### config.mk
export PLATFORM = sky130hd
export DESIGN_NAME = sedge_ofifo
export DESIGN_NICKNAME = d
export VERILOG_FILES = /design/src/design/sobel_edge_threshold_defines.svh /design/src/design/sedge_pkg.sv /design/src/design/sedge_ofifo.sv
export SDC_FILE = /design/constraint.sdc
export NUM_CORES = 1
export LEC_CHECK = 0
export BUFFER_PORTS_ARGS = -buffer_cell sky130_fd_sc_hd__buf_2
export CAP_MARGIN = 20
export CORE_MARGIN = 2
export CORE_UTILIZATION = 37
export CTS_BUF_LIST = sky130_fd_sc_hd__clkbuf_4
export DETAILED_ROUTE_END_ITERATION = 12
export PLACE_DENSITY_LB_ADDON = 0.12
export SYNTH_ARGS = -nofsm -noshare
export SYNTH_HDL_FRONTEND = slang
export SYNTH_SLANG_ARGS = --single-unit
### constraint.sdc
create_clock -name aclk -period 4.5 [get_ports aclk]
set_input_delay 0.675 -clock aclk [delete_from_list [all_inputs] [get_ports aclk]]
set_output_delay 0.675 -clock aclk [all_outputs]
set_load 0.05 [all_outputs]
### src/design/sobel_edge_threshold_defines.svh
// Assertion macros used by the Sobel edge threshold top level.
`ifndef SOBEL_EDGE_THRESHOLD_DEFINES_SVH
`define SOBEL_EDGE_THRESHOLD_DEFINES_SVH

// Same-cycle implication, sampled on aclk, quiet during reset
`define SEDGE_ASSERT_IMP(label, ante, cons, msg) \
    label: assert property (@(posedge aclk) disable iff (!aresetn) (ante) |-> (cons)) \
        else $error(msg);

// Next-cycle implication, sampled on aclk, quiet during reset
`define SEDGE_ASSERT_NXT(label, ante, cons, msg) \
    label: assert property (@(posedge aclk) disable iff (!aresetn) (ante) |=> (cons)) \
        else $error(msg);

`endif

### src/design/sedge_pkg.sv
// Shared constants, types and codes for the Sobel edge threshold block.
package sedge_pkg;

    // Frame geometry limits
    localparam int MAX_WIDTH  = 1024;
    localparam int MAX_HEIGHT = 4096;
    localparam int COL_W      = $clog2(MAX_WIDTH);
    localparam int ROW_W      = $clog2(MAX_HEIGHT);

    // Register widths
    localparam int WIDTH_W  = 11;
    localparam int HEIGHT_W = 13;
    localparam int THR_W    = 8;
    localparam int CFG_W    = 13;
    localparam int CFG_IW   = 2;

    // Register reset values
    localparam logic [WIDTH_W-1:0]  WIDTH_RST  = WIDTH_W'(640);
    localparam logic [HEIGHT_W-1:0] HEIGHT_RST = HEIGHT_W'(480);
    localparam logic [THR_W-1:0]    THR_RST    = THR_W'(128);

    // Clamp bounds for the dimensions in use
    localparam logic [WIDTH_W-1:0]  DIM_MIN_W = WIDTH_W'(3);
    localparam logic [WIDTH_W-1:0]  DIM_MAX_W = WIDTH_W'(MAX_WIDTH);
    localparam logic [HEIGHT_W-1:0] DIM_MIN_H = HEIGHT_W'(3);
    localparam logic [HEIGHT_W-1:0] DIM_MAX_H = HEIGHT_W'(MAX_HEIGHT);

    // Pixel and arithmetic widths
    localparam int PIX_W    = 8;
    localparam int SUM_W    = 10;
    localparam int PROD_W   = 20;
    localparam int ABS_W    = 10;
    localparam int GRAD_W   = 11;
    localparam int SQ_W     = 20;
    localparam int MAG_W    = 21;
    localparam int LIM_SQ_W = 17;

    // Divide by three as multiply by reciprocal: exact for sums up to 765
    localparam logic [SUM_W-1:0] DIV3_MUL   = SUM_W'(683);
    localparam int               DIV3_SHIFT = 11;

    // Output levels
    localparam logic [PIX_W-1:0] EDGE_ON  = PIX_W'(255);
    localparam logic [PIX_W-1:0] EDGE_OFF = PIX_W'(0);

    // Output queue
    localparam int FIFO_DEPTH = 8;
    localparam int FIFO_AW    = $clog2(FIFO_DEPTH);
    localparam int FIFO_CW    = $clog2(FIFO_DEPTH + 1);

    // Configuration register indexes
    typedef enum logic [CFG_IW-1:0] {
        CFG_IMAGE_WIDTH    = 2'd0,
        CFG_IMAGE_HEIGHT   = 2'd1,
        CFG_EDGE_THRESHOLD = 2'd2
    } cfg_index_e;

    // Per-pixel control travelling alongside the pixel
    typedef struct packed {
        logic             emit;
        logic             last;
        logic [COL_W-1:0] center_col;
        logic [ROW_W-1:0] center_row;
    } pix_ctl_t;

    // One result word
    typedef struct packed {
        logic             last;
        logic [ROW_W-1:0] center_row;
        logic [COL_W-1:0] center_col;
        logic [PIX_W-1:0] level;
    } res_t;

endpackage

### src/design/sedge_ofifo.sv
// Output queue of result words between the pipeline and the master port.
module sedge_ofifo (
    input  logic                          aclk,
    input  logic                          aresetn,
    input  logic                          push,
    input  sedge_pkg::res_t               push_data,
    output logic                          out_valid,
    input  logic                          out_ready,
    output sedge_pkg::res_t               out_data,
    output logic [sedge_pkg::FIFO_CW-1:0] count
);

    sedge_pkg::res_t                 q_mem [sedge_pkg::FIFO_DEPTH];
    logic [sedge_pkg::FIFO_AW-1:0]   wr_ptr_reg, rd_ptr_reg;
    logic [sedge_pkg::FIFO_CW-1:0]   count_reg;
    logic                            pop;

    assign out_valid = (count_reg != '0);
    assign pop       = out_valid & out_ready;
    assign out_data  = q_mem[rd_ptr_reg];
    assign count     = count_reg;

    // Storage
    always_ff @(posedge aclk) begin
        if (push) begin
            q_mem[wr_ptr_reg] <= push_data;
        end
    end

    // Pointers and fill level
    always_ff @(posedge aclk) begin
        if (!aresetn) begin
            wr_ptr_reg <= '0;
            rd_ptr_reg <= '0;
            count_reg  <= '0;
        end else begin
            if (push) begin
                wr_ptr_reg <= wr_ptr_reg + 1'b1;
            end
            if (pop) begin
                rd_ptr_reg <= rd_ptr_reg + 1'b1;
            end
            case ({push, pop})
                2'b10:   count_reg <= count_reg + 1'b1;
                2'b01:   count_reg <= count_reg - 1'b1;
                default: count_reg <= count_reg;
            endcase
        end
    end

endmodule

==> results.cfg <==
[status]
status = completed

[clocking]
cts-root-buf = clkbuf_4
postCtsSetupBuffers = 0
clkLatencyLatePin_ns = 0.64
path_clk_slew_ns = 0.06
cts_resized = 0
cts_tree = done
holdBufCountCts = 0
htreeDepth = 3
cts.path.max_buffers = 3
cts_made_buffers = 71
clock-sinks = 261

[setup_path]
cp_max_fo = 40
critPathLaunchType = register
cp.buffers_inverters = 2
required_ns = 3.83
critPathKind = reg2out
critPathArrivalTime_ns = 2.93
cp_top_family = multiplexers
worstSetupEndpointType = output port
critPathMaxStageDelay_ns = 0.82
critPathSlowestCell = dfxtp_4
regToRegSetupSlack_ns = 1.97
path_cells = buf_4, mux4_1, mux2_2, buf_2

[global_routing]
first_global_vias = 5355
grt_overflow_total = 0
grt_pass1_wl_mm = 30.78
grt_util_all_layers_pct = 14.58
grt_max_degree = 42
antenna_found_initial = 2

[synthesis]
postSynthAreaPerCell_um2 = 23.73
postSynthCellCount = 430
ys_types = 28
syn_nets = 470
ys_ff_latch = 261
seq_area_frac_synth_pct = 75.55
yosys_warnings = 0
syn_area_um2 = 10200

[sta]
final-hold-violation-count = 0
finalCritPeriodShare_pct = 80.19
slew_headroom_pct = 38.85
fin_crit_ns = 3.609
grt_setup_unrepaired = no
max_slew.worst_pin.slew_ns = 0.9150
setup_violations = 0
setup_ws_ns = 0.8914
fmax_ghz = 0.2771
fin_tns_setup_ns = 0
slew_violations = 0
fin_skew_ns = 0.02799

[finish]
seq_area_um2 = 7714
fillCellCount = 2377
nets = 607
multiInputGateArea_um2 = 2419
largest_reg_flops = 248
postLayoutCellArea_um2 = 12000
area_delta_synth_final_pct = 17.59
final_layout_size_suffix_gt1_share_pct = 39.38

[place]
io_buffers = 70
post-place-ws_ns = 1.481
postPlaceCellArea_um2 = 11030
routabilityCongestion = 0.6736
dp_hpwl_mm = 11.12

[power_and_ir_drop]
p_leak_nw = 4.104
finalPower_mw = 6.421
vdd_drop_max_mv = 0.2486
power_density_nw_per_um2 = 535.2

[drt]
drt-initial-drc-count = 244
vias = 4805
drcViolationCount = 0
vias_per_cell = 5.010
ant_nets = 0
wirelength_mm = 20.40
dr.pass1.iters = 4
wl_per_cell_um = 21.27

[die]
initial_core_util_pct = 37.75
dieArea_um2 = 28920
rows = 60
boundaryPins = 71
die_y_um = 170.1
die_w_um = 170.1
coreArea_um2 = 27030

[run]
drv_cap = 0

[hold_path]
min_path_type = in2reg
## Yosys cell counts
library cell  count  area, um2
edfxtp_1        248       7447
mux4_1           62       1629
mux2_2           32      360.4
dfxtp_1          13      260.3
clkbuf_1         10      37.54
buf_6             7      78.83
and2_1            6      37.54
nand2_1           6      22.52
nor2_1            6      22.52
ha_1              5      62.56
nand2b_1          4      25.02
xnor2_1           4      35.03
mux2i_1           3      30.03
nor3_1            3      15.01
xor2_1            3      26.28
a21boi_0          2      15.01
buf_1             2      7.510
inv_1             2      7.510
nand3_1           2      10.01
nor2b_1           2      12.51
a21oi_1           1      5.000
a41oi_1           1      8.760
nand2_2           1      6.260
nor4b_1           1      8.760
o21ai_0           1      5.000
o41ai_1           1      8.760
or3_1             1      6.260
or4_4             1      11.26
## where the power goes
part	internal [mW]	total (mW)	switching, mW	leakage [nW]
combinational	0.530	1.31	0.782	1.17
clock	1.30	2.23	0.933	0.577
sequential	2.75	2.87	0.126	2.36
## worst paths after layout
path,depth (start not counted),endpoint,start
min,1,q_mem[2][22],push_data[22]
min reg2reg,2,count[3],count[3]
max,4,out_data[10],register
max reg2reg,10,count[2],count[1]
## cells in the final DEF, fill, tap and decap left out, types with 3 or more instances in the layout
cell       instances
nor2_4             6
inv_2              3
nand2_1            6
mux2i_1            3
bufinv_16          4
dfxtp_1           10
mux4_1            62
and2_1             6
clkinv_1           8
nand2b_1           4
xor2_1             3
buf_4             12
mux2_2            32
ha_1               5
buf_2             70
clkbuf_4         106
edfxtp_1         248
xnor2_1            4
## metal layers
metal,track usage (%),wire length [um]
met5,0,13
met4,5.463,356
met3,4.581,1186
met2,24.53,10280
met1,17.64,8564
## per-stage QoR
stage / hold WS, ns / util, % / std cells
2_1_floorplan: 0.4667 / - / 430
3_3_place_gp: 0.4710 / 40.80 / 835
3_5_place_dp: 0.4845 / 40.80 / 835
4_1_cts: 0.2111 / 44.38 / 958
5_1_grt: 0.2321 / 44.39 / 959
6_report: 0.2896 / 44.39 / 959
## area by class of cell
type                       count  share of cell area [%]
sequential                   261                   64.30
clock buffer                 106                   6.633
timing repair buffer          83                   3.838
multi-input combinational    148                   20.16
inverter                       2                 0.06258
tap                          341                   3.557
antenna                        1                 0.02086
clock inverter                17                   1.429
## logic make-up (layout without fill, tap and decap cells)
| group | after synthesis | count (layout) | share of synthesized area [%] |
|---|---|---|---|
| flops | 261 | 261 | 75.55 |
| mux | 97 | 97 | 19.79 |
| simple gates | 33 | 33 | 1.741 |
| buf+inv | 21 | 208 | 1.288 |
| xor+xnor | 7 | 7 | 0.6009 |
| compound gates | 6 | 6 | 0.4169 |
| fa+ha+maj | 5 | 5 | 0.6132 |
| other cells | 0 | 1 | 0 |
(Power assumes the default switching activity.)
