$ cat config.mk
export PLATFORM = sky130hd
export DESIGN_NAME = sedge_grad
export DESIGN_NICKNAME = d
export VERILOG_FILES = /design/src/design/sobel_edge_threshold_defines.svh /design/src/design/sedge_pkg.sv /design/src/design/sedge_grad.sv
export SDC_FILE = /design/constraint.sdc
export NUM_CORES = 1
export LEC_CHECK = 0
export BUFFER_PORTS_ARGS = -buffer_cell sky130_fd_sc_hd__buf_2
export CAP_MARGIN = 5
export CORE_MARGIN = 8
export CORE_UTILIZATION = 29
export DETAILED_ROUTE_END_ITERATION = 10
export GPL_TIMING_DRIVEN = 1
export SLEW_MARGIN = 20
export SYNTH_ARGS = -nofsm -noshare
export SYNTH_HDL_FRONTEND = slang
export SYNTH_SLANG_ARGS = --single-unit
$ cat constraint.sdc
create_clock -name aclk -period 10.1 [get_ports aclk]
set_input_delay 2.02 -clock aclk [delete_from_list [all_inputs] [get_ports aclk]]
set_output_delay 2.02 -clock aclk [all_outputs]
set_load 0.02 [all_outputs]
$ cat src/design/sobel_edge_threshold_defines.svh
// Assertion macros used by the Sobel edge threshold top level.
`ifndef SOBEL_EDGE_THRESHOLD_DEFINES_SVH
`define SOBEL_EDGE_THRESHOLD_DEFINES_SVH

// Same-cycle implication, sampled on aclk, quiet during reset
`define SEDGE_ASSERT_IMP(label, ante, cons, msg) \
    label: assert property (@(posedge aclk) disable iff (!aresetn) (ante) |-> (cons)) \
        else $error(msg);

// Next-cycle implication, sampled on aclk, quiet during reset
`define SEDGE_ASSERT_NXT(label, ante, cons, msg) \
    label: assert property (@(posedge aclk) disable iff (!aresetn) (ante) |=> (cons)) \
        else $error(msg);

`endif

$ cat src/design/sedge_pkg.sv
// Shared constants, types and codes for the Sobel edge threshold block.
package sedge_pkg;

    // Frame geometry limits
    localparam int MAX_WIDTH  = 1024;
    localparam int MAX_HEIGHT = 4096;
    localparam int COL_W      = $clog2(MAX_WIDTH);
    localparam int ROW_W      = $clog2(MAX_HEIGHT);

    // Register widths
    localparam int WIDTH_W  = 11;
    localparam int HEIGHT_W = 13;
    localparam int THR_W    = 8;
    localparam int CFG_W    = 13;
    localparam int CFG_IW   = 2;

    // Register reset values
    localparam logic [WIDTH_W-1:0]  WIDTH_RST  = WIDTH_W'(640);
    localparam logic [HEIGHT_W-1:0] HEIGHT_RST = HEIGHT_W'(480);
    localparam logic [THR_W-1:0]    THR_RST    = THR_W'(128);

    // Clamp bounds for the dimensions in use
    localparam logic [WIDTH_W-1:0]  DIM_MIN_W = WIDTH_W'(3);
    localparam logic [WIDTH_W-1:0]  DIM_MAX_W = WIDTH_W'(MAX_WIDTH);
    localparam logic [HEIGHT_W-1:0] DIM_MIN_H = HEIGHT_W'(3);
    localparam logic [HEIGHT_W-1:0] DIM_MAX_H = HEIGHT_W'(MAX_HEIGHT);

    // Pixel and arithmetic widths
    localparam int PIX_W    = 8;
    localparam int SUM_W    = 10;
    localparam int PROD_W   = 20;
    localparam int ABS_W    = 10;
    localparam int GRAD_W   = 11;
    localparam int SQ_W     = 20;
    localparam int MAG_W    = 21;
    localparam int LIM_SQ_W = 17;

    // Divide by three as multiply by reciprocal: exact for sums up to 765
    localparam logic [SUM_W-1:0] DIV3_MUL   = SUM_W'(683);
    localparam int               DIV3_SHIFT = 11;

    // Output levels
    localparam logic [PIX_W-1:0] EDGE_ON  = PIX_W'(255);
    localparam logic [PIX_W-1:0] EDGE_OFF = PIX_W'(0);

    // Output queue
    localparam int FIFO_DEPTH = 8;
    localparam int FIFO_AW    = $clog2(FIFO_DEPTH);
    localparam int FIFO_CW    = $clog2(FIFO_DEPTH + 1);

    // Configuration register indexes
    typedef enum logic [CFG_IW-1:0] {
        CFG_IMAGE_WIDTH    = 2'd0,
        CFG_IMAGE_HEIGHT   = 2'd1,
        CFG_EDGE_THRESHOLD = 2'd2
    } cfg_index_e;

    // Per-pixel control travelling alongside the pixel
    typedef struct packed {
        logic             emit;
        logic             last;
        logic [COL_W-1:0] center_col;
        logic [ROW_W-1:0] center_row;
    } pix_ctl_t;

    // One result word
    typedef struct packed {
        logic             last;
        logic [ROW_W-1:0] center_row;
        logic [COL_W-1:0] center_col;
        logic [PIX_W-1:0] level;
    } res_t;

endpackage

$ cat src/design/sedge_grad.sv
// Window taps, Sobel gradients and magnitude threshold, three stages.
module sedge_grad (
    input  logic                          aclk,
    input  logic                          aresetn,
    input  logic                          in_valid,
    input  sedge_pkg::pix_ctl_t           in_ctl,
    input  logic [sedge_pkg::PIX_W-1:0]    in_cur,
    input  logic [sedge_pkg::PIX_W-1:0]    in_top,
    input  logic [sedge_pkg::PIX_W-1:0]    in_mid,
    input  logic [sedge_pkg::LIM_SQ_W-1:0] lim_sq,
    output logic                          done,
    output logic                          push,
    output sedge_pkg::res_t               push_data
);

    // taps: 0,1 top row; 2,3 middle; 4,5 bottom; older first
    logic [sedge_pkg::PIX_W-1:0] taps_reg [6];

    logic [sedge_pkg::SUM_W-1:0]         gx_pos, gx_neg, gy_pos, gy_neg;
    logic signed [sedge_pkg::GRAD_W-1:0] gx, gy, gx_abs, gy_abs;

    logic                         s2_valid_reg;
    sedge_pkg::pix_ctl_t          s2_ctl_reg;
    logic [sedge_pkg::ABS_W-1:0]  ax_reg, ay_reg;

    logic                         s3_valid_reg;
    sedge_pkg::pix_ctl_t          s3_ctl_reg;
    logic [sedge_pkg::SQ_W-1:0]   sqx_reg, sqy_reg;
    logic [sedge_pkg::MAG_W-1:0]  mag2;

    // Shift the window by one column per pixel
    always_ff @(posedge aclk) begin
        if (!aresetn) begin
            for (int i = 0; i < 6; i++) begin
                taps_reg[i] <= '0;
            end
        end else if (in_valid) begin
            taps_reg[0] <= taps_reg[1];
            taps_reg[1] <= in_top;
            taps_reg[2] <= taps_reg[3];
            taps_reg[3] <= in_mid;
            taps_reg[4] <= taps_reg[5];
            taps_reg[5] <= in_cur;
        end
    end

    // Kernel sums and absolute gradients
    always_comb begin
        gx_pos = {2'b00, in_top} + {1'b0, in_mid, 1'b0} + {2'b00, in_cur};
        gx_neg = {2'b00, taps_reg[0]} + {1'b0, taps_reg[2], 1'b0} + {2'b00, taps_reg[4]};
        gy_pos = {2'b00, taps_reg[4]} + {1'b0, taps_reg[5], 1'b0} + {2'b00, in_cur};
        gy_neg = {2'b00, taps_reg[0]} + {1'b0, taps_reg[1], 1'b0} + {2'b00, in_top};
        gx     = $signed({1'b0, gx_pos}) - $signed({1'b0, gx_neg});
        gy     = $signed({1'b0, gy_pos}) - $signed({1'b0, gy_neg});
        gx_abs = gx[sedge_pkg::GRAD_W-1] ? -gx : gx;
        gy_abs = gy[sedge_pkg::GRAD_W-1] ? -gy : gy;
    end

    // Stage valids
    always_ff @(posedge aclk) begin
        if (!aresetn) begin
            s2_valid_reg <= 1'b0;
            s3_valid_reg <= 1'b0;
        end else begin
            s2_valid_reg <= in_valid;
            s3_valid_reg <= s2_valid_reg;
        end
    end

    // Stage payloads: gradients, then squares
    always_ff @(posedge aclk) begin
        s2_ctl_reg <= in_ctl;
        ax_reg     <= gx_abs[sedge_pkg::ABS_W-1:0];
        ay_reg     <= gy_abs[sedge_pkg::ABS_W-1:0];
        s3_ctl_reg <= s2_ctl_reg;
        sqx_reg    <= ax_reg * ax_reg;
        sqy_reg    <= ay_reg * ay_reg;
    end

    // Magnitude compare against (threshold+1) squared
    assign mag2 = {1'b0, sqx_reg} + {1'b0, sqy_reg};

    always_comb begin
        push_data.last       = s3_ctl_reg.last;
        push_data.center_row = s3_ctl_reg.center_row;
        push_data.center_col = s3_ctl_reg.center_col;
        push_data.level      = (mag2 >= sedge_pkg::MAG_W'(lim_sq)) ?
                               sedge_pkg::EDGE_ON : sedge_pkg::EDGE_OFF;
    end

    assign done = s3_valid_reg;
    assign push = s3_valid_reg & s3_ctl_reg.emit;

endmodule

==> key figures, run 1 <==
Outcome
  • Status: completed

STA
  • Setup repair after global routing missed its margin: false
  • Worst max-slew margin expressed relative to the limit: 0.500
  • Max-slew violations: 0
  • Setup TNS: 0 ps
  • Share of the cycle needed by the critical path after routing: 0.633
  • Number of setup violations in the final report: 0
  • Fin crit period: between 6000 and 7000 ps
  • Achievable clock frequency: around 0.16 GHz
  • Worst slew pin tran: between 700 and 800 ps
  • Clock Skew: a little over 10 ps
  • Final-report hold violation count: 0

Logic synthesis
  • Synth warnings: 0
  • Count of state elements after synthesis: roughly 160
  • Largest area contributor in the synthesized netlist: sky130_fd_sc_hd__fa_1
  • Synth top area cells: sky130_fd_sc_hd__fa_1 (23%), sky130_fd_sc_hd__dfxtp_1 (16%), sky130_fd_sc_hd__ha_1 (15%), sky130_fd_sc_hd__edfxtp_1 (11%), sky130_fd_sc_hd__inv_1 (8.4%)
  • Cell with the most instances after synthesis: sky130_fd_sc_hd__inv_1
  • Most used DFF post-synth: sky130_fd_sc_hd__dfxtp_1
  • Net count after synthesis: ~1800
  • Asr flop ratio synth: 0
  • Yosys top cell area share: 0.230
  • Synthesized area: ~0.014 mm^2
  • Most numerous cell types in the synthesized netlist: sky130_fd_sc_hd__inv_1 (305), sky130_fd_sc_hd__ha_1 (159), sky130_fd_sc_hd__fa_1 (156), sky130_fd_sc_hd__dfxtp_1 (108), sky130_fd_sc_hd__and2_1 (62)
  • Post-synthesis cell type count: 59
  • Post-synthesis area per instance: 9.89 um^2
  • Post-synth EDFFs: between 40 and 50
  • Sequential fraction of the synthesis area: 0.265
  • Number of instances in the synthesized netlist: 1375

CTS
  • # resized after CTS: 0
  • Post-CTS Setup Repair Bufs: 0
  • Inserted Clock Buffers: 17
  • Number of hold-repair buffers added at the cts stage: 0
  • Clock slew at the register clock pins of the worst setup and hold paths: around 70 ps
  • Clock Root Buffer: sky130_fd_sc_hd__clkbuf_16
  • Clock Latency Late Sink: 450 ps
  • Clock tree from TritonCTS: yes
  • Maximum buffer depth of the clock tree: 2
  • Level count of the clock H-tree: 4
  • Clk sinks: 156

Routing
  • Detailed Routing Iterations Pass 1: 5
  • Vias post-DR: approximately 9000
  • Count of routing violations after the opening detailed-route iteration: about 320
  • Wire length reported by the detailed router: 25700 um
  • Vias per inst: between 4 and 5
  • Number of design rule violations left after detail routing: 0
  • Post-route antenna net violation count: 0
  • Detail-routed net length per standard cell: approximately 12 um

Layout
  • Max reg flops: 48
  • Proportion of layout cells with a drive suffix above 1: 0.105
  • Filler Cells Inserted: 4775
  • Synth-to-Final Area Change: 11.3%
  • Antenna diode count: 0
  • Total number of nets in the final design: ~1800

Global route
  • Largest net degree at the start of global routing: 52
  • Wire length of the first global-routing pass: around 44000 um
  • Total track usage: 0.0990
  • Overall overflow remaining after global route: 0
  • Initial antenna violation count: 0
  • Number of global-route vias before repair: about 9400

Critical path
  • Crit end category: primary output
  • Cell at the slowest stage of the critical path: sky130_fd_sc_hd__a2111o_1
  • Biggest cell delay along the critical path: a little over 400 ps
  • Critical path buffer and inverter count: 1
  • Category of the worst setup path launch point: flop
  • Category of cells accounting for the largest share of critical-path delay: compound AO/OA/AOI/OAI gates
  • Arrival time at the worst endpoint: ~4400 ps
  • Critical path, cell by cell: ha_1, a21oi_1, nor2b_1, o21ai_0, a21oi_1, a21boi_1, nor2b_1, xnor2_1, ha_1, a21oi_1, nor2b_1, o21ai_0, o31ai_1, nor4_1, a21boi_0, o2111ai_1, a2111o_1, buf_2
  • Critical-path maximum fanout: 8
  • Start-to-end type of the worst setup path: reg -> out
  • Critical path data required time: between 8000 and 9000 ps

Die
  • Horizontal extent of the die: 233 um
  • Total Die Area: between 0.05 and 0.06 mm^2
  • Initial Util: 0.293
  • Floorplan die height: between 200 and 250 um
  • Number of top-level design ports: 101
  • Core Area: 0.0465 mm^2
  • Placement Rows: 79

Placed design
  • GPL Wtd Cong: about 0.79
  • IO Port Bufs: 100
  • HPWL reported at the end of detailed placement: ~21000 um

Run
  • Max-capacitance violation count: 0

Hold path
  • Worst hold path type: reg -> reg
metrics by stage:
| stage | worst slack (ps) | utilization | area, um^2 | hold slack (ps) | std cells |
|---|---|---|---|---|---|
| 2_1_floorplan | 4150 | - | 13600 | 310 | 1375 |
| 3_3_place_gp | 3950 | 0.313 | 14500 | 310 | 2027 |
| 3_5_place_dp | 3940 | 0.313 | 14500 | 312 | 2027 |
| 6_report | 3700 | 0.326 | 15100 | 326 | 2059 |
| 5_1_grt | 3220 | 0.326 | 15100 | 331 | 2059 |
| 4_1_cts | 3660 | 0.326 | 15100 | 321 | 2059 |
worst register-to-register path: cells and delay by family (launching register included):
kind            cells  cell delay [ps]
compound gates      6             1040
flops               1              650
simple gates        2              600
xor+xnor            1              350
fa+ha+maj           6             2740
buf+inv             2              100
final cells by class:
type                    instances  area, um^2  area share
inverters                     305        1140      0.0756
clock buffers                  17         425      0.0281
well taps                     607         759      0.0502
clock inverters                15         169      0.0112
multi-input cells             858        8530       0.563
flip-flops and latches        156        3600       0.238
repair buffers                101         508      0.0336
routing by layer:
| metal | routed length [um] | vias to the layer above | GRT usage |
|---|---|---|---|
| li1 | - | 4468 | - |
| met1 | 12200 | 4273 | 0.129 |
| met2 | 11800 | 152 | 0.161 |
| met3 | 1260 | 26 | 0.0255 |
| met4 | 412 | 0 | 0.0287 |
| met5 | 0 | - | 0 |
path summary, 6_finish.rpt:
kind | slack (ps) | endpoint | from | cells past startpoint
max | 3700 | push_data[4] | sqx_reg[3] | 18
min | 330 | push_data[22] | s2_ctl_reg[4] | 0
max reg2reg | 4480 | sqy_reg[19] | ay_reg[1] | 17
min reg2reg | 330 | push_data[22] | s2_ctl_reg[4] | 0
cell usage in the layout (no fill, tap or decap), types with 11 or more instances in the layout:
cell type and count:
sky130_fd_sc_hd__edfxtp_1 48, sky130_fd_sc_hd__dfxtp_1 108, sky130_fd_sc_hd__and2_1 62, sky130_fd_sc_hd__ha_1 159, sky130_fd_sc_hd__buf_2 100, sky130_fd_sc_hd__and3_1 56, sky130_fd_sc_hd__xnor2_1 52, sky130_fd_sc_hd__nor2b_1 14
sky130_fd_sc_hd__nand2_1 57, sky130_fd_sc_hd__o21ai_0 24, sky130_fd_sc_hd__nand2b_1 12, sky130_fd_sc_hd__a21o_1 13, sky130_fd_sc_hd__clkbuf_16 17, sky130_fd_sc_hd__a21oi_1 48, sky130_fd_sc_hd__xor2_1 26, sky130_fd_sc_hd__nor3_1 17
sky130_fd_sc_hd__inv_1 305, sky130_fd_sc_hd__nor2_1 55, sky130_fd_sc_hd__o21a_1 11, sky130_fd_sc_hd__fa_1 156
logic make-up after synthesis:
| group | count (synthesis) | synth area share |
|---|---|---|
| compound gates | 154 | 0.0777 |
| xor+xnor | 78 | 0.0502 |
| fa+ha+maj | 315 | 0.376 |
| buf+inv | 361 | 0.108 |
| flops | 156 | 0.265 |
| mux | 6 | 0.00478 |
| simple gates | 305 | 0.118 |
Power of run 1 is left out: the tool's default activity adds up to more than one toggle a clock period on the data nets, which glitch-free logic cannot reach.
==> inputs of run 2 (changes only) <==
- ABC_AREA: not set -> 1
- clock period: 10.1 -> 5.6 ns (I/O delays scaled with it)
==> run 2 against run 1 <==
  * Worst hold slack worse by 5.7 ps
  * Core utilization decreased by 0.26 points
  * Non-clock buffer count increased by 1
  * Cell count up 21%
  * Global-route usage up 0.97 points
  * Critical path depth fell by 2
  * Sequential share of layout area fell by 1.4 points
  * Final area rose by 6.0%
  * Largest cell class unchanged
==> key figures, run 2 <==
Outcome
  • Status: completed

CTS
  • # resized after CTS: 0 (unchanged)
  • Clock Latency Late Sink: 440 ps (about the same)
  • Inserted Clock Buffers: 17 (unchanged)
  • Clock slew at the register clock pins of the worst setup and hold paths: 70 ps (about the same)
  • Post-CTS Setup Repair Bufs: 0 (unchanged)
  • Clk sinks: 156 (unchanged)
  • Clock Root Buffer: sky130_fd_sc_hd__clkbuf_16
  • Number of hold-repair buffers added at the cts stage: 0 (unchanged)
  • Maximum buffer depth of the clock tree: 2 (unchanged)
  • Clock tree from TritonCTS: yes
  • Level count of the clock H-tree: 4 (unchanged)

Die
  • Core Area: 0.0497 mm^2 (+6.9%)
  • Total Die Area: 0.0573 mm^2 (+5.9%)
  • Placement Rows: 82 (+3.8%)
  • Horizontal extent of the die: 239 um (+2.9%)
  • Number of top-level design ports: 101 (unchanged)
  • Initial Util: 0.291 (-0.00138)
  • Floorplan die height: 239 um (+2.9%)

STA
  • Setup repair after global routing missed its margin: false
  • Number of setup violations in the final report: 0 (unchanged)
  • Clock Skew: 18.1 ps (+7.92 ps)
  • Worst max-slew margin expressed relative to the limit: 0.481 (-0.0189)
  • Setup TNS: 0 ps (unchanged)
  • Share of the cycle needed by the critical path after routing: 0.870
  • Final-report hold violation count: 0 (unchanged)
  • Fin crit period: 4870 ps
  • Achievable clock frequency: approximately 0.21 GHz
  • Worst slew pin tran: 777 ps (+26.4 ps)
  • Max-slew violations: 0 (unchanged)

Routing
  • Wire length reported by the detailed router: 29800 um (+16%)
  • Count of routing violations after the opening detailed-route iteration: 511 (+58%)
  • Vias per inst: 4.20 (-3.0%)
  • Number of design rule violations left after detail routing: 0 (unchanged)
  • Detailed Routing Iterations Pass 1: 5 (unchanged)
  • Post-route antenna net violation count: 0 (unchanged)
  • Vias post-DR: 10488 (+18%)
  • Detail-routed net length per standard cell: 11.9 um (-4.4%)

Critical path
  • Critical path, cell by cell: nand2_1, fa_1, fa_1, inv_1, fa_1, fa_1, inv_1, fa_1, inv_1, ha_1, a21oi_1, nand2_1, nand2_1, nand3_1, a21oi_1, xnor2_1
  • Biggest cell delay along the critical path: 620 ps (+210 ps)
  • Cell at the slowest stage of the critical path: sky130_fd_sc_hd__dfxtp_1
  • Arrival time at the worst endpoint: 5230 ps (+850 ps)
  • Start-to-end type of the worst setup path: reg -> reg
  • Category of the worst setup path launch point: flop
  • Critical-path maximum fanout: 14 (+6)
  • Crit end category: flop
  • Most frequent CP cell: sky130_fd_sc_hd__fa_1
  • Critical path data required time: 5960 ps (-2120 ps)

Layout
  • Most frequent cells in the layout: sky130_fd_sc_hd__inv_1 (452), sky130_fd_sc_hd__nand2_1 (330), sky130_fd_sc_hd__ha_1 (159)
  • Filler Cells Inserted: 5265 (+10%)
  • Total number of nets in the final design: 2195 (+20%)
  • Synth-to-Final Area Change: 11.0%
  • Proportion of layout cells with a drive suffix above 1: 0.0904 (-0.0150)
  • Most common library cell in the layout ignoring fill and taps: sky130_fd_sc_hd__inv_1
  • Max reg flops: 48 (unchanged)
  • Antenna diode count: 0 (unchanged)

Placed design
  • HPWL reported at the end of detailed placement: 25500 um (+19%)
  • IO Port Bufs: 100 (unchanged)
  • GPL Wtd Cong: 0.837 (+5.5%)

Logic synthesis
  • Post-synthesis cell type count: 42 (-29%)
  • Post-synthesis area per instance: 8.27 um^2 (-16%)
  • Synthesized area: 0.0145 mm^2 (+6.4%)
  • Synth top area cells: sky130_fd_sc_hd__fa_1 (22%), sky130_fd_sc_hd__dfxtp_1 (15%), sky130_fd_sc_hd__ha_1 (14%), sky130_fd_sc_hd__inv_1 (12%), sky130_fd_sc_hd__edfxtp_1 (10%)
  • Number of instances in the synthesized netlist: 1749 (+27%)
  • Largest area contributor in the synthesized netlist: sky130_fd_sc_hd__fa_1
  • Post-synth EDFFs: 48 (unchanged)
  • Asr flop ratio synth: 0 (unchanged)
  • Most used DFF post-synth: sky130_fd_sc_hd__dfxtp_1
  • Yosys top cell area share: 0.216 (-0.0138)
  • Synth warnings: 0 (unchanged)
  • Cell with the most instances after synthesis: sky130_fd_sc_hd__inv_1
  • Sequential fraction of the synthesis area: 0.249 (-0.0159)
  • Most numerous cell types in the synthesized netlist: sky130_fd_sc_hd__inv_1 (452), sky130_fd_sc_hd__nand2_1 (331), sky130_fd_sc_hd__ha_1 (159), sky130_fd_sc_hd__fa_1 (156), sky130_fd_sc_hd__nor2_1 (130)
  • Count of state elements after synthesis: 156 (unchanged)
  • Net count after synthesis: 2132 (+21%)

Global route
  • Total track usage: 0.109 (+0.00966)
  • Number of global-route vias before repair: 11258 (+19%)
  • Wire length of the first global-routing pass: 51900 um (+17%)
  • Overall overflow remaining after global route: 0 (unchanged)
  • Largest net degree at the start of global routing: 49 (-5.8%)
  • Initial antenna violation count: 1 (+1)

Hold path
  • Worst hold path type: reg -> reg

Run
  • Max-capacitance violation count: 0 (unchanged)
==> run 2: changes by cell type after synthesis, moves of 14 or more <==
cell,change
sky130_fd_sc_hd__and2_1,-62
sky130_fd_sc_hd__inv_1,+147
sky130_fd_sc_hd__xnor2_1,-32
sky130_fd_sc_hd__and3_1,-56
sky130_fd_sc_hd__xor2_1,+21
sky130_fd_sc_hd__nor2b_1,-14
sky130_fd_sc_hd__nand2_1,+274
sky130_fd_sc_hd__nand3_1,+60
sky130_fd_sc_hd__nor2_1,+75
==> run 2: layer usage <==
layer  part of all wire  vias to the layer above  GRT usage
li1                   -                     5367          -
met4              0.011                        0     0.0242
met5                  0                        -          0
met3              0.047                       21     0.0244
met1               0.46                     4921      0.135
met2               0.48                      179      0.190
==> run 2: worst paths after layout <==
kind | start | endpoint | slack [ps] | cells past startpoint
worst max register to register | ax_reg[7] | sqx_reg[16] | 730 | 16
worst min register to register | s2_ctl_reg[4] | push_data[22] | 320 | 0
worst min-delay path | s2_ctl_reg[4] | push_data[22] | 320 | 0
worst max-delay path | ax_reg[7] | sqx_reg[16] | 730 | 16
==> run 2: worst max-delay path, delay by kind of cell, from the launching register on <==
kind	cells	cell delay [ps]
adders and majority gates	6	3040
and+or+nand+nor	4	470
AOI/OAI and AO/OA	2	420
xor gates and xnor gates	1	130
DFF	1	620
buffers and inverters	3	140
==> run 2: cell type report <==
type                    count  area [um^2]  share of cell area
multi-input cells        1082         8830               0.550
flip-flops and latches    156         3600               0.224
inverters                 453         1700               0.106
well taps                 672          841              0.0524
repair buffers            102          515              0.0321
clock buffers              18          429              0.0267
clock inverters            14          130             0.00811
==> run 2: cell families after synthesis <==
logic type,Yosys count,synth area share
compound gates,119,0.0480
xor+xnor,67,0.0406
fa+ha+maj,315,0.353
buf+inv,511,0.141
flops,156,0.249
simple gates,581,0.168
==> run 2: metrics by stage <==
step	instance area, um^2	hold WS, ps	util	setup WS (ps)	std cells
2_1_floorplan	14500	310	-	995	1749
3_3_place_gp	15500	310	0.312	832	2465
3_5_place_dp	15500	312	0.312	698	2465
4_1_cts	16000	317	0.323	687	2497
5_1_grt	16100	324	0.323	382	2497
6_report	16100	320	0.323	730	2497
Power of run 2 is left out for the same reason.
